==> src/hdl/multi_wave_mixer_generator_unit_assert.svh <==
// ----------------------------------------------------------------------------
// Assertion macros for the multi-wave mixer generator
// Immediate-cycle and next-cycle implication checks, disabled during reset.
// ----------------------------------------------------------------------------
`ifndef MULTI_WAVE_MIXER_GENERATOR_UNIT_ASSERT_SVH
`define MULTI_WAVE_MIXER_GENERATOR_UNIT_ASSERT_SVH

// Check that cons holds in the same cycle as ante
`define MWMG_ASSERT_SAME(label, clk, rst, ante, cons) \
   label: assert property (@(posedge clk) disable iff (rst) (ante) |-> (cons)) \
      else $error("mwmg: same-cycle check failed");

// Check that cons holds in the cycle after ante
`define MWMG_ASSERT_NEXT(label, clk, rst, ante, cons) \
   label: assert property (@(posedge clk) disable iff (rst) (ante) |=> (cons)) \
      else $error("mwmg: next-cycle check failed");

`endif

==> src/hdl/mwmg_pkg.sv <==
// ----------------------------------------------------------------------------
// mwmg_pkg
// Widths, register indexes and the sine table of the multi-wave mixer.
// ----------------------------------------------------------------------------
`timescale 1ns / 1ps
`default_nettype none

package mwmg_pkg;

   // Period and phase
   localparam int TABLE_STEPS = 256;
   localparam int PHASE_W     = $clog2(TABLE_STEPS);

   // Field widths
   localparam int AMP_W    = 8;
   localparam int SAMPLE_W = 16;
   localparam int SUM_W    = 18;
   localparam int CSR_IDX_W  = 3;
   localparam int CSR_DATA_W = 8;

   // Register indexes
   localparam logic [CSR_IDX_W-1:0] CSR_RAMP_AMP   = 3'd0;
   localparam logic [CSR_IDX_W-1:0] CSR_SINE_AMP   = 3'd1;
   localparam logic [CSR_IDX_W-1:0] CSR_PULSE_AMP  = 3'd2;
   localparam logic [CSR_IDX_W-1:0] CSR_PULSE_DUTY = 3'd3;

   // Fixed-point constants for the table build
   localparam logic [63:0] PI_Q30  = 64'd3373259426;
   localparam logic [63:0] ONE_Q30 = 64'd1073741824;

   typedef logic signed [SAMPLE_W-1:0] sine_table_type [TABLE_STEPS];

   // Unsigned floor quotient by restoring long division, for the table build
   function automatic logic [63:0] udiv64(input logic [63:0] num, input logic [63:0] den);
      logic [63:0] quo;
      logic [64:0] rem;
      quo = '0;
      rem = '0;
      for (int b = 63; b >= 0; b--) begin
         rem = {rem[63:0], num[b]};
         if (rem >= {1'b0, den}) begin
            rem    = rem - {1'b0, den};
            quo[b] = 1'b1;
         end
      end
      return quo;
   endfunction

   // round(32767 * sin(pi * k / 128)) for k in 0..64, Q30 Taylor series
   function automatic logic [15:0] quarter_sine_f(input logic [7:0] k);
      logic [63:0] x;
      logic [63:0] x2;
      logic [63:0] term;
      logic [63:0] sum;
      logic [63:0] v;
      logic [63:0] divisor;
      x    = (PI_Q30 * {56'd0, k}) >> 7;
      x2   = (x * x) >> 30;
      term = x;
      sum  = x;
      for (int n = 1; n <= 12; n++) begin
         divisor = 64'((2 * n) * (2 * n + 1));
         term    = udiv64((term * x2) >> 30, divisor);
         if ((n & 1) == 1) begin
            sum = (sum > term) ? sum - term : 64'd0;
         end else begin
            sum = sum + term;
         end
      end
      if (sum > ONE_Q30) begin
         sum = ONE_Q30;
      end
      v = (sum * 64'd32767 + (ONE_Q30 >> 1)) >> 30;
      if (v > 64'd32767) begin
         v = 64'd32767;
      end
      return v[15:0];
   endfunction

   // Full-period table mirrored from the quarter wave
   function automatic sine_table_type build_sine_table();
      sine_table_type tbl;
      logic [7:0]     h;
      logic [7:0]     k;
      logic [15:0]    v;
      for (int i = 0; i < TABLE_STEPS; i++) begin
         h = 8'(i & 127);
         k = (h <= 8'd64) ? h : 8'd128 - h;
         v = quarter_sine_f(k);
         tbl[i] = (i >= 128) ? -$signed(v) : $signed(v);
      end
      return tbl;
   endfunction

   localparam sine_table_type SINE_ROM = build_sine_table();

endpackage

`default_nettype wire

==> src/hdl/multi_wave_mixer_generator_unit.sv <==
`timescale 1ns / 1ps
// An accepted request word passes the phase stage and then the response register.
// Throughput: one word per cycle while rsp_ready is high; the response register
// and the phase stage form a two-deep pipeline, so a new word enters while a response waits.
// The sine ROM lookup, the 16x9 sine multiply and the three-term add set the path.
// Reset (synchronous, active high) clears the phase, the amplitude and duty
// registers and both valid flags; no word is taken while reset is high.
// ----------------------------------------------------------------------------
// multi_wave_mixer_generator_unit
// Ramp, sine and pulse oscillator over a 256-step period, mixed and saturated.
// ----------------------------------------------------------------------------
`default_nettype none

module multi_wave_mixer_generator_unit (
   input  wire logic                                  clock,
   input  wire logic                                  reset,
   input  wire logic                                  req_valid,
   output logic                                       req_ready,
   input  wire logic                                  req_restart,
   output logic                                       rsp_valid,
   input  wire logic                                  rsp_ready,
   output logic signed [mwmg_pkg::SAMPLE_W-1:0]       rsp_sample,
   output logic                                       rsp_clipped,
   output logic [mwmg_pkg::PHASE_W-1:0]               rsp_phase,
   output logic                                       rsp_period_end,
   input  wire logic                                  csr_wr_en,
   input  wire logic [mwmg_pkg::CSR_IDX_W-1:0]        csr_index,
   input  wire logic [mwmg_pkg::CSR_DATA_W-1:0]       csr_wdata
);
   import mwmg_pkg::*;

`include "multi_wave_mixer_generator_unit_assert.svh"

   localparam logic [PHASE_W-1:0] PHASE_LAST = PHASE_W'(TABLE_STEPS - 1);
   localparam logic signed [SUM_W-1:0] SAT_MAX = SUM_W'(32767);
   localparam logic signed [SUM_W-1:0] SAT_MIN = -SUM_W'(32768);

   // Configuration registers
   logic [AMP_W-1:0] ramp_amp_ff, sine_amp_ff, pulse_amp_ff, pulse_duty_ff;

   // Phase counter and stage-one word
   logic [PHASE_W-1:0] phase_ff, phase_in;
   logic [PHASE_W-1:0] s1_phase_ff, s1_phase_in;
   logic               s1_valid_ff, s1_valid_in;

   // Response register
   logic                       rsp_valid_ff, rsp_valid_in;
   logic signed [SAMPLE_W-1:0] rsp_sample_ff, rsp_sample_in;
   logic                       rsp_clipped_ff, rsp_clipped_in;
   logic [PHASE_W-1:0]         rsp_phase_ff;
   logic                       rsp_period_end_ff;

   logic req_accept;
   logic out_advance;

   // Mixer datapath
   logic signed [PHASE_W:0]       ramp_offset;
   logic signed [AMP_W:0]         ramp_gain;
   logic signed [SUM_W-1:0]       ramp_term;
   logic signed [SAMPLE_W+AMP_W:0] sine_prod;
   logic signed [SAMPLE_W+AMP_W:0] sine_bias;
   logic signed [SUM_W-1:0]       sine_term;
   logic signed [SUM_W-1:0]       pulse_mag;
   logic signed [SUM_W-1:0]       pulse_term;
   logic signed [SUM_W-1:0]       mix_sum;

   // Write configuration; unknown indexes drop
   always_ff @(posedge clock) begin
      if (reset) begin
         ramp_amp_ff   <= '0;
         sine_amp_ff   <= '0;
         pulse_amp_ff  <= '0;
         pulse_duty_ff <= '0;
      end else if (csr_wr_en) begin
         case (csr_index)
            CSR_RAMP_AMP:   ramp_amp_ff   <= csr_wdata[AMP_W-1:0];
            CSR_SINE_AMP:   sine_amp_ff   <= csr_wdata[AMP_W-1:0];
            CSR_PULSE_AMP:  pulse_amp_ff  <= csr_wdata[AMP_W-1:0];
            CSR_PULSE_DUTY: pulse_duty_ff <= csr_wdata[AMP_W-1:0];
            default: ;
         endcase
      end
   end

   // Handshake: advance when the response slot is free or being taken
   assign out_advance = !rsp_valid_ff || rsp_ready;
   assign req_ready   = !reset && (!s1_valid_ff || out_advance);
   assign req_accept  = req_valid && req_ready;

   // Pick the phase for this word and advance the counter
   always_comb begin
      s1_phase_in = req_restart ? '0 : phase_ff;
      phase_in    = phase_ff;
      s1_valid_in = s1_valid_ff && !out_advance;
      if (req_accept) begin
         phase_in    = s1_phase_in + 1'b1;
         s1_valid_in = 1'b1;
      end
   end

   always_ff @(posedge clock) begin
      if (reset) begin
         phase_ff    <= '0;
         s1_valid_ff <= 1'b0;
      end else begin
         phase_ff    <= phase_in;
         s1_valid_ff <= s1_valid_in;
      end
   end

   always_ff @(posedge clock) begin
      if (req_accept) begin
         s1_phase_ff <= s1_phase_in;
      end
   end

   // Mix the three terms and saturate
   always_comb begin
      ramp_offset = $signed({1'b0, s1_phase_ff}) - $signed((PHASE_W + 1)'(127));
      ramp_gain   = $signed({1'b0, ramp_amp_ff});
      ramp_term   = SUM_W'(ramp_offset) * SUM_W'(ramp_gain);

      // S * amp / 256, truncated toward zero
      sine_prod = SINE_ROM[s1_phase_ff] * $signed({1'b0, sine_amp_ff});
      sine_bias = sine_prod[SAMPLE_W+AMP_W] ? sine_prod + (SAMPLE_W + AMP_W + 1)'(255)
                                            : sine_prod;
      sine_term = SUM_W'(sine_bias >>> 8);

      pulse_mag  = $signed(SUM_W'({pulse_amp_ff, 7'd0}));
      pulse_term = (s1_phase_ff < pulse_duty_ff) ? pulse_mag : -pulse_mag;

      mix_sum = ramp_term + sine_term + pulse_term;

      rsp_clipped_in = 1'b0;
      rsp_sample_in  = mix_sum[SAMPLE_W-1:0];
      if (mix_sum > SAT_MAX) begin
         rsp_sample_in  = SAT_MAX[SAMPLE_W-1:0];
         rsp_clipped_in = 1'b1;
      end else if (mix_sum < SAT_MIN) begin
         rsp_sample_in  = SAT_MIN[SAMPLE_W-1:0];
         rsp_clipped_in = 1'b1;
      end
   end

   // Hold or load the response word
   always_comb begin
      rsp_valid_in = out_advance ? s1_valid_ff : rsp_valid_ff;
   end

   always_ff @(posedge clock) begin
      if (reset) begin
         rsp_valid_ff <= 1'b0;
      end else begin
         rsp_valid_ff <= rsp_valid_in;
      end
   end

   always_ff @(posedge clock) begin
      if (out_advance && s1_valid_ff) begin
         rsp_sample_ff     <= rsp_sample_in;
         rsp_clipped_ff    <= rsp_clipped_in;
         rsp_phase_ff      <= s1_phase_ff;
         rsp_period_end_ff <= (s1_phase_ff == PHASE_LAST);
      end
   end

   assign rsp_valid      = rsp_valid_ff;
   assign rsp_sample     = rsp_sample_ff;
   assign rsp_clipped    = rsp_clipped_ff;
   assign rsp_phase      = rsp_phase_ff;
   assign rsp_period_end = rsp_period_end_ff;

   // Checks
   `MWMG_ASSERT_NEXT(a_restart_zero, clock, reset, req_accept && req_restart,
                     s1_phase_ff == '0)
   `MWMG_ASSERT_NEXT(a_phase_follow, clock, reset, req_accept && !req_restart,
                     s1_phase_ff == $past(phase_ff))
   `MWMG_ASSERT_SAME(a_clip_rail, clock, reset, rsp_valid_ff && rsp_clipped_ff,
                     rsp_sample_ff == SAT_MAX[SAMPLE_W-1:0] ||
                     rsp_sample_ff == SAT_MIN[SAMPLE_W-1:0])
   `MWMG_ASSERT_SAME(a_period_end, clock, reset, rsp_valid_ff,
                     rsp_period_end_ff == (rsp_phase_ff == PHASE_LAST))

endmodule

`default_nettype wire
==> config.mk <==
export PLATFORM = sky130hd
export DESIGN_NAME = multi_wave_mixer_generator_unit
export DESIGN_NICKNAME = d
export VERILOG_FILES = /design/src/hdl/mwmg_pkg.sv /design/src/hdl/multi_wave_mixer_generator_unit.sv
export VERILOG_INCLUDE_DIRS = /design/src /design/src/hdl
export SDC_FILE = /design/constraint.sdc
export NUM_CORES = 1
export LEC_CHECK = 0
export BUFFER_PORTS_ARGS = -buffer_cell sky130_fd_sc_hd__buf_4
export CORE_ASPECT_RATIO = 1.5
export CORE_MARGIN = 5
export CORE_UTILIZATION = 38
export DETAILED_ROUTE_END_ITERATION = 8
export GPL_TIMING_DRIVEN = 1
export PLACE_DENSITY_LB_ADDON = 0.1
export SETUP_SLACK_MARGIN = 0.05
export SYNTH_ARGS = -nofsm -noshare
export SYNTH_HDL_FRONTEND = slang
export SYNTH_SLANG_ARGS = --single-unit
==> constraint.sdc <==
create_clock -name clock -period 33.8 [get_ports clock]
set_clock_uncertainty 0.1 [all_clocks]
set_input_delay 0 -clock clock [delete_from_list [all_inputs] [get_ports clock]]
set_output_delay 0 -clock clock [all_outputs]
set_load 0.05 [all_outputs]
; After elaboration in Yosys (flattened, before gate mapping)
; Memory sizes are Yosys's and may differ from the RTL's.
; Cells that the tools add are included.
[totals]
reg_bits = 76
latch_bits = 0
mem_bits_rw = 0
romBits = 4096
inputBits = 17
out_inout_bits = 28
word_cells = 53
n_memories = 1
[op_classes]
addsub = 6
multipliers = 2
n_div = 0
n_lt_le_gt_ge = 4
eq_ne = 4
shifts = 0
mux = 8
n_bitwise = 1
n_reduce_logical = 15
[memory_table]
columns = memory, words, word_bits, rd, rd_ports_with_merged_regs, write_ports, line_no
row1 = (no name shown), 256, 16, 1, 0, 0, multi_wave_mixer_generator_unit.sv:124  ; sine_prod = SINE_ROM[s1_phase_ff] * $signed({1'b0, sine_amp_ff});
[op_table]
columns = op, n
row1 = 2-to-1 mux 16 bit, 3
row2 = "adder 25 x 9 -> 25 bit, second input constant", 1
row3 = multiplier 16 x 9 -> 25 bit, 1
row4 = 2-to-1 mux 25 bit, 1
row5 = adder 18 x 17 -> 18 bit, 1
row6 = adder 18 bit, 1
row7 = "> comparator 18 x 16 -> 1 bit, second input constant", 1
row8 = "less-than comparator 18 x 16 -> 1 bit, second input constant", 1
row9 = multiplier 9 x 9 -> 18 bit, 1
row10 = 2-to-1 mux 18 bit, 1
row11 = negation 15 -> 18 bit, 1
row12 = "greater-or-equal comparator 9 bit, second input constant", 1
row13 = inverter 8 -> 9 bit, 1
row14 = "subtractor 8 x 7 -> 9 bit, second input constant", 1
row15 = "adder 8 x 1 -> 8 bit, second input constant", 1
row16 = "== test 8 bit, second input constant", 1
row17 = less-than comparator 8 bit, 1
row18 = 2-to-1 mux 8 bit, 1
row19 = AND reduction 2 bit, 4
row20 = "== test 3 x 2 -> 1 bit, second input constant", 2
row21 = logical AND 1 bit, 4
row22 = logical NOT 1 bit, 4
row23 = "== test 3 x 1 -> 1 bit, second input constant", 1
row24 = logical NOT 3 bit, 1
row25 = 2 further kinds, 4

; Longest topological paths before layout
[depth]
depth_word = 11
ltp_mapped = 47
depth_no_buf = 42

; Least setup slack after synthesis
; OpenSTA, ideal clock, no wires.
[synth_path]
path_type = register to register
startpoint = reg s1_phase_ff[1]
endpoint = reg rsp_sample_ff[11], in the netlist rsp_sample[11], data pin
setup_ns = 0.284
t_arrival_ns = 10.929
t_required_ns = 33.416
path_slack_ns = 22.487
stages_incl_launch_ff = 42
n_path_buf = 3
period_less_slack_ns = 11.313
cell_sequence = edfxtp_1 > clkbuf_1 > inv_1 > ha_1 > buf_2 > nor2b_1 > nor2_1 > mux4_2 > a21oi_1 > nor2_1 > a21oi_1 > a221oi_2 > and2_1 > fa_1 > fa_1 > fa_1 > inv_1 > fa_1 > (+6 left out) > or4_1 > o211ai_2 > and4_1 > nor3b_1 > o22ai_1 > fa_1 > fa_1 > fa_1 > inv_1 > ha_1 > a21o_1 > a21o_1 > a221oi_1 > o31a_1 > nand3b_1 > nand3_1 > nor3_1 > o31ai_1
[synth_via]
elab_chain_len = 11
elab_cells_between_ends = 16
classes_between = add/sub (4) / mul (2) / order compare (3) / mux (5) / bitwise (1) / memory (1)
[synth_lines]
columns = item, line_no
row1 = start: declaration, multi_wave_mixer_generator_unit.sv:43  ; logic [PHASE_W-1:0] s1_phase_ff, s1_phase_in;
row2 = start signal: assignment, multi_wave_mixer_generator_unit.sv:113  ; s1_phase_ff <= s1_phase_in;
row3 = inverter 8 -> 9 bit (not written as such), multi_wave_mixer_generator_unit.sv:124
row4 = memory read (256 x 16 bit), n/a
row5 = 2-to-1 mux 16 bit (not written as such) (2 in a row), multi_wave_mixer_generator_unit.sv:124
row6 = multiplier 16 x 9 -> 25 bit, multi_wave_mixer_generator_unit.sv:124
row7 = adder 25 x 9 -> 25 bit, multi_wave_mixer_generator_unit.sv:125  ; sine_bias = sine_prod[SAMPLE_W+AMP_W] ? sine_prod + (SAMPLE_W + AMP_W + 1)'(255)
row8 = 2-to-1 mux 25 bit, multi_wave_mixer_generator_unit.sv:125
row9 = adder 18 x 17 -> 18 bit, multi_wave_mixer_generator_unit.sv:132  ; mix_sum = ramp_term + sine_term + pulse_term;
row10 = adder 18 bit *, multi_wave_mixer_generator_unit.sv:132
row11 = less-than comparator 18 x 16 -> 1 bit, multi_wave_mixer_generator_unit.sv:139  ; end else if (mix_sum < SAT_MIN) begin
row12 = 2-to-1 mux 16 bit, multi_wave_mixer_generator_unit.sv:139
row13 = end signal: assignment, multi_wave_mixer_generator_unit.sv:160  ; rsp_sample_ff <= rsp_sample_in;
row14 = end: declaration, multi_wave_mixer_generator_unit.sv:48  ; logic signed [SAMPLE_W-1:0] rsp_sample_ff, rsp_sample_in;
; Mark *: on every way between the ends. The rest lies on a longest branch, timed or not. The select of a mux whose other input is x is not followed.
; A chain may end at the register's enable or synchronous reset.

; Worst setup path after layout
[layout_path]
startpoint = reg s1_phase_ff[0]
endpoint = reg rsp_clipped_ff, in the netlist rsp_clipped, data pin
[layout_via]
elab_chain_len = 11
elab_cells_between_ends = 16
classes_between = add/sub (4) / mul (2) / order compare (3) / mux (5) / bitwise (1) / memory (1)
[layout_lines]
columns = item, line_no
row1 = inverter 8 -> 9 bit (not written as such), multi_wave_mixer_generator_unit.sv:124
row2 = memory read (256 x 16 bit), n/a
row3 = 2-to-1 mux 16 bit (not written as such) (2 in a row), multi_wave_mixer_generator_unit.sv:124
row4 = multiplier 16 x 9 -> 25 bit, multi_wave_mixer_generator_unit.sv:124
row5 = adder 25 x 9 -> 25 bit, multi_wave_mixer_generator_unit.sv:125
row6 = 2-to-1 mux 25 bit, multi_wave_mixer_generator_unit.sv:125
row7 = adder 18 x 17 -> 18 bit, multi_wave_mixer_generator_unit.sv:132
row8 = adder 18 bit *, multi_wave_mixer_generator_unit.sv:132
row9 = less-than comparator 18 x 16 -> 1 bit, multi_wave_mixer_generator_unit.sv:139
row10 = 2-to-1 mux 1 bit, multi_wave_mixer_generator_unit.sv:139
row11 = end signal: assignment, multi_wave_mixer_generator_unit.sv:161  ; rsp_clipped_ff <= rsp_clipped_in;
row12 = end: declaration, multi_wave_mixer_generator_unit.sv:49  ; logic rsp_clipped_ff, rsp_clipped_in;
; Marks and branches as above.

==> results.sh <==
export IMPL_cp_slowest_cell="sky130_fd_sc_hd__ha_1"
export IMPL_numPortBuffers=44
export IMPL_design_core_area_mm2=0.0436
export IMPL_async_reset_ff_frac=0
export IMPL_cp_capture_type="flop"
export IMPL_tritoncts="done"
export IMPL_slew_violations=12
export IMPL_run_status="finished, violations left"
export IMPL_sequential_to_total_area_share_from_yosys_stat=0.112
export IMPL_fmax_mhz=71.4
export IMPL_total_of_warnings_raised_by_yosys=0
export IMPL_ys_ff_latch=76
export IMPL_top_post_synthesis_cells_by_area="sky130_fd_sc_hd__fa_1 (22%), sky130_fd_sc_hd__ha_1 (9.8%), sky130_fd_sc_hd__inv_1 (6.3%)"
export IMPL_final_period_minus_worst_setup_slack_ps=14010
export IMPL_powerDensity_mw_per_mm2=22.3
export IMPL_post_drt_wl_per_cell_um=24.2
export IMPL_final_layout_size_suffix_gt1_frac=0.0681
export IMPL_initial_antenna_violation_count=1
export IMPL_tns_ps=0
export IMPL_synth_nets=2428
export IMPL_remaining_drc_errors=0
export IMPL_timing_critical_path_required_ps=33800
export IMPL_post_synth_num_cell_types=101
export IMPL_critical_path_peak_fanout=21
export IMPL_dp_hpwl_um=49300
export IMPL_number_of_global_route_vias_before_repair=15900
export IMPL_hp_class="input pin to flop"
export IMPL_setup_fix_bufs_post_cts=0
export IMPL_cts_htree_levels=3
export IMPL_grt_util_all_layers=0.261
export IMPL_worstSetupPathType="flop to flop"
export IMPL_static_leakage_power_nw=7.62
export IMPL_critPathMostFrequentCell="sky130_fd_sc_hd__fa_1"
export IMPL_aggregate_routed_wire_length_um=64200
export IMPL_clk_path_buf_depth=2
export IMPL_worst_path_dominant_cell_family="adder cells"
export IMPL_syn_area_per_cell_um2=7.95
export IMPL_synth_top_area_frac=0.222
export IMPL_drt_pass1_iter_count=7
export IMPL_row_count=94
export IMPL_yosys_cell_count_top_type="sky130_fd_sc_hd__inv_1"
export IMPL_die_height_um=266
export IMPL_yosysTopAreaCell="sky130_fd_sc_hd__fa_1"
export IMPL_post_synth_inst_count=2096
export IMPL_io_pins=45
export IMPL_grt_start_max_net_pins=179
export IMPL_synthesis_area_mm2=0.0167
export IMPL_synth_enable_flop_cells=34
export IMPL_root_buffer="sky130_fd_sc_hd__clkbuf_16"
export IMPL_slew_headroom=-0.0693
export IMPL_gpl_final_weighted_congestion=1.09
export IMPL_grt_first_pass_wirelength_um=97400
export IMPL_finalCoreUtilization=0.408
export IMPL_antenna_violating_nets_post_route=0
export IMPL_clock_sinks=76
export IMPL_rsz0062_at_grt="false"
export IMPL_vias_per_cell=5.94
export IMPL_cap_viol_max_count=1
export IMPL_path_buf_inv=4
export IMPL_die_width_um=181
export IMPL_ys_flop_type="sky130_fd_sc_hd__dfxtp_1"
export IMPL_slew_at_the_pin_with_the_worst_max_slew_slack_ps=1600
export IMPL_drt_initial_drc_count=1692
export IMPL_synthTopCellsByCount="sky130_fd_sc_hd__inv_1 (280), sky130_fd_sc_hd__nand2_1 (222), sky130_fd_sc_hd__fa_1 (185)"
export IMPL_clk_insertion_delay_late_ps=350
export IMPL_setup_viol_count_final=0
export IMPL_number_of_vias_after_detailed_routing=15700
export IMPL_critical_path_max_stage_delay_ps=1080
export IMPL_period_utilization=0.415
export IMPL_critical_path_arrival_ps=14010
export IMPL_cts_inserted_buffers=9
export IMPL_floorplan_initialDensity=0.382
export IMPL_die_area_mm2=0.0482
export IMPL_worst_setup_hold_path_clk_slew_ps=80
export IMPL_syn2layout_area_growth_pct=6.90
export IMPL_nets=2397
export IMPL_final_hold_violating_endpoints=0
export IMPL_violations="capacitance limit, slew limit"
export IMPL_crit_path_start_kind="flop"
export IMPL_grt_remaining_overflow=0
export IMPL_ir_drop_v=0.0000228
[path summary, 6_finish.rpt]
check	startpoint	to	slack, ps	cells after the start
worst max register to register	s1_phase_ff[0]	rsp_clipped	19790	38
worst min-delay path	csr_index[0]	ramp_amp_ff[2]	20	4
worst min register to register	pulse_duty_ff[7]	pulse_duty_ff[7]	350	2
worst max-delay path	s1_phase_ff[0]	rsp_clipped	19790	38
[cell type report]
type	instances	area, µm²
antenna	2	5.00
inverter	285	1070
timing repair buffer	82	661
clock inverter	7	93.8
fill	4501	25800
multi-input combinational	1611	13200
clock buffer	9	225
sequential	76	1860
tap	576	721
[power breakdown]
group	total (mW)	leakage (nW)	internal, mW	switching [mW]
Clock	0.105	0.153	0.0593	0.0454
Sequential	0.111	0.667	0.107	0.00410
Combinational	0.182	6.80	0.0587	0.124
Total	0.398	7.62	0.225	0.173
[worst reg2reg max path, delay by kind of cell, from the launching register on]
kind	cells	cell delay, ps
buffers and inverters	4	680
AND/OR/NAND/NOR	11	2760
AO/OA/AOI/OAI	13	4320
flip-flops	1	390
adder cells (fa/ha/maj)	10	5490
[metrics by stage]
| stage | instances | hold slack, ps | setup slack, ps | power, mW | instance area [µm²] |
|---|---|---|---|---|---|
| after floorplan | 2096 | 17.4 | 22490 | 0.234 | 16700 |
| after global placement | 2615 | 117 | 19990 | 0.293 | 17300 |
| after detailed placement | 2616 | 125 | 20000 | 0.292 | 17300 |
| after CTS | 2646 | 4.84 | 19950 | 0.399 | 17800 |
| after global routing | 2646 | 36.2 | 19120 | 0.420 | 17800 |
| final | 2648 | 22.1 | 19790 | 0.398 | 17800 |
[cells by family after synthesis]
logic type                 after synthesis  synth area share
adders and majority gates              315             0.320
and+or+nand+nor                        713             0.217
muxes                                   31            0.0247
buffers and inverters                  409            0.0978
AOI/OAI and AO/OA                      496             0.199
xor gates and xnor gates                56            0.0294
DFF                                     76             0.112
[metal layers]
layer  GRT usage  part of all wire  vias to the layer above
li1            -                 -                     7054
met1       0.287              0.35                     7650
met2       0.475              0.51                      771
met3      0.0322             0.058                      255
met4       0.168             0.079                        0
met5           0                 0                        -
[state kept, by name, summed over array words and instances (netlist names), 8 cells and up]
signal,count
rsp_phase,8
pulse_amp_ff,8
s1_phase_ff,8
pulse_duty_ff,8
rsp_sample,16
phase_ff,8
sine_amp_ff,8
ramp_amp_ff,8
[layout by cell type, fill, tap and decap left out, types with 11 or more instances in the layout]
cell and count:
sky130_fd_sc_hd__a211oi_1 21, sky130_fd_sc_hd__a21oi_1 116, sky130_fd_sc_hd__a31oi_1 28, sky130_fd_sc_hd__and2_1 93
sky130_fd_sc_hd__and3_1 12, sky130_fd_sc_hd__buf_4 66, sky130_fd_sc_hd__dfxtp_1 42, sky130_fd_sc_hd__dlygate4sd3_1 14
sky130_fd_sc_hd__edfxtp_1 34, sky130_fd_sc_hd__fa_1 185, sky130_fd_sc_hd__ha_1 130, sky130_fd_sc_hd__inv_1 280
sky130_fd_sc_hd__mux2i_1 22, sky130_fd_sc_hd__nand2_1 222, sky130_fd_sc_hd__nand2b_1 37, sky130_fd_sc_hd__nand3_1 35
sky130_fd_sc_hd__nor2_1 128, sky130_fd_sc_hd__nor2b_1 66, sky130_fd_sc_hd__nor3_1 48, sky130_fd_sc_hd__o211ai_1 36
sky130_fd_sc_hd__o21a_1 15, sky130_fd_sc_hd__o21ai_0 115, sky130_fd_sc_hd__o22ai_1 11, sky130_fd_sc_hd__o311ai_0 11
sky130_fd_sc_hd__o31ai_1 23, sky130_fd_sc_hd__or3_1 13, sky130_fd_sc_hd__xnor2_1 38, sky130_fd_sc_hd__xor2_1 18
[timing repair]
action / CTS / global route
resized for setup: 0 / 0
hold endpoints to repair: 46 / 0
endpoints found under the setup margin: 0 / 0
hold buffers: 14 / 0
Note: power is estimated with default switching activity, not from simulation.
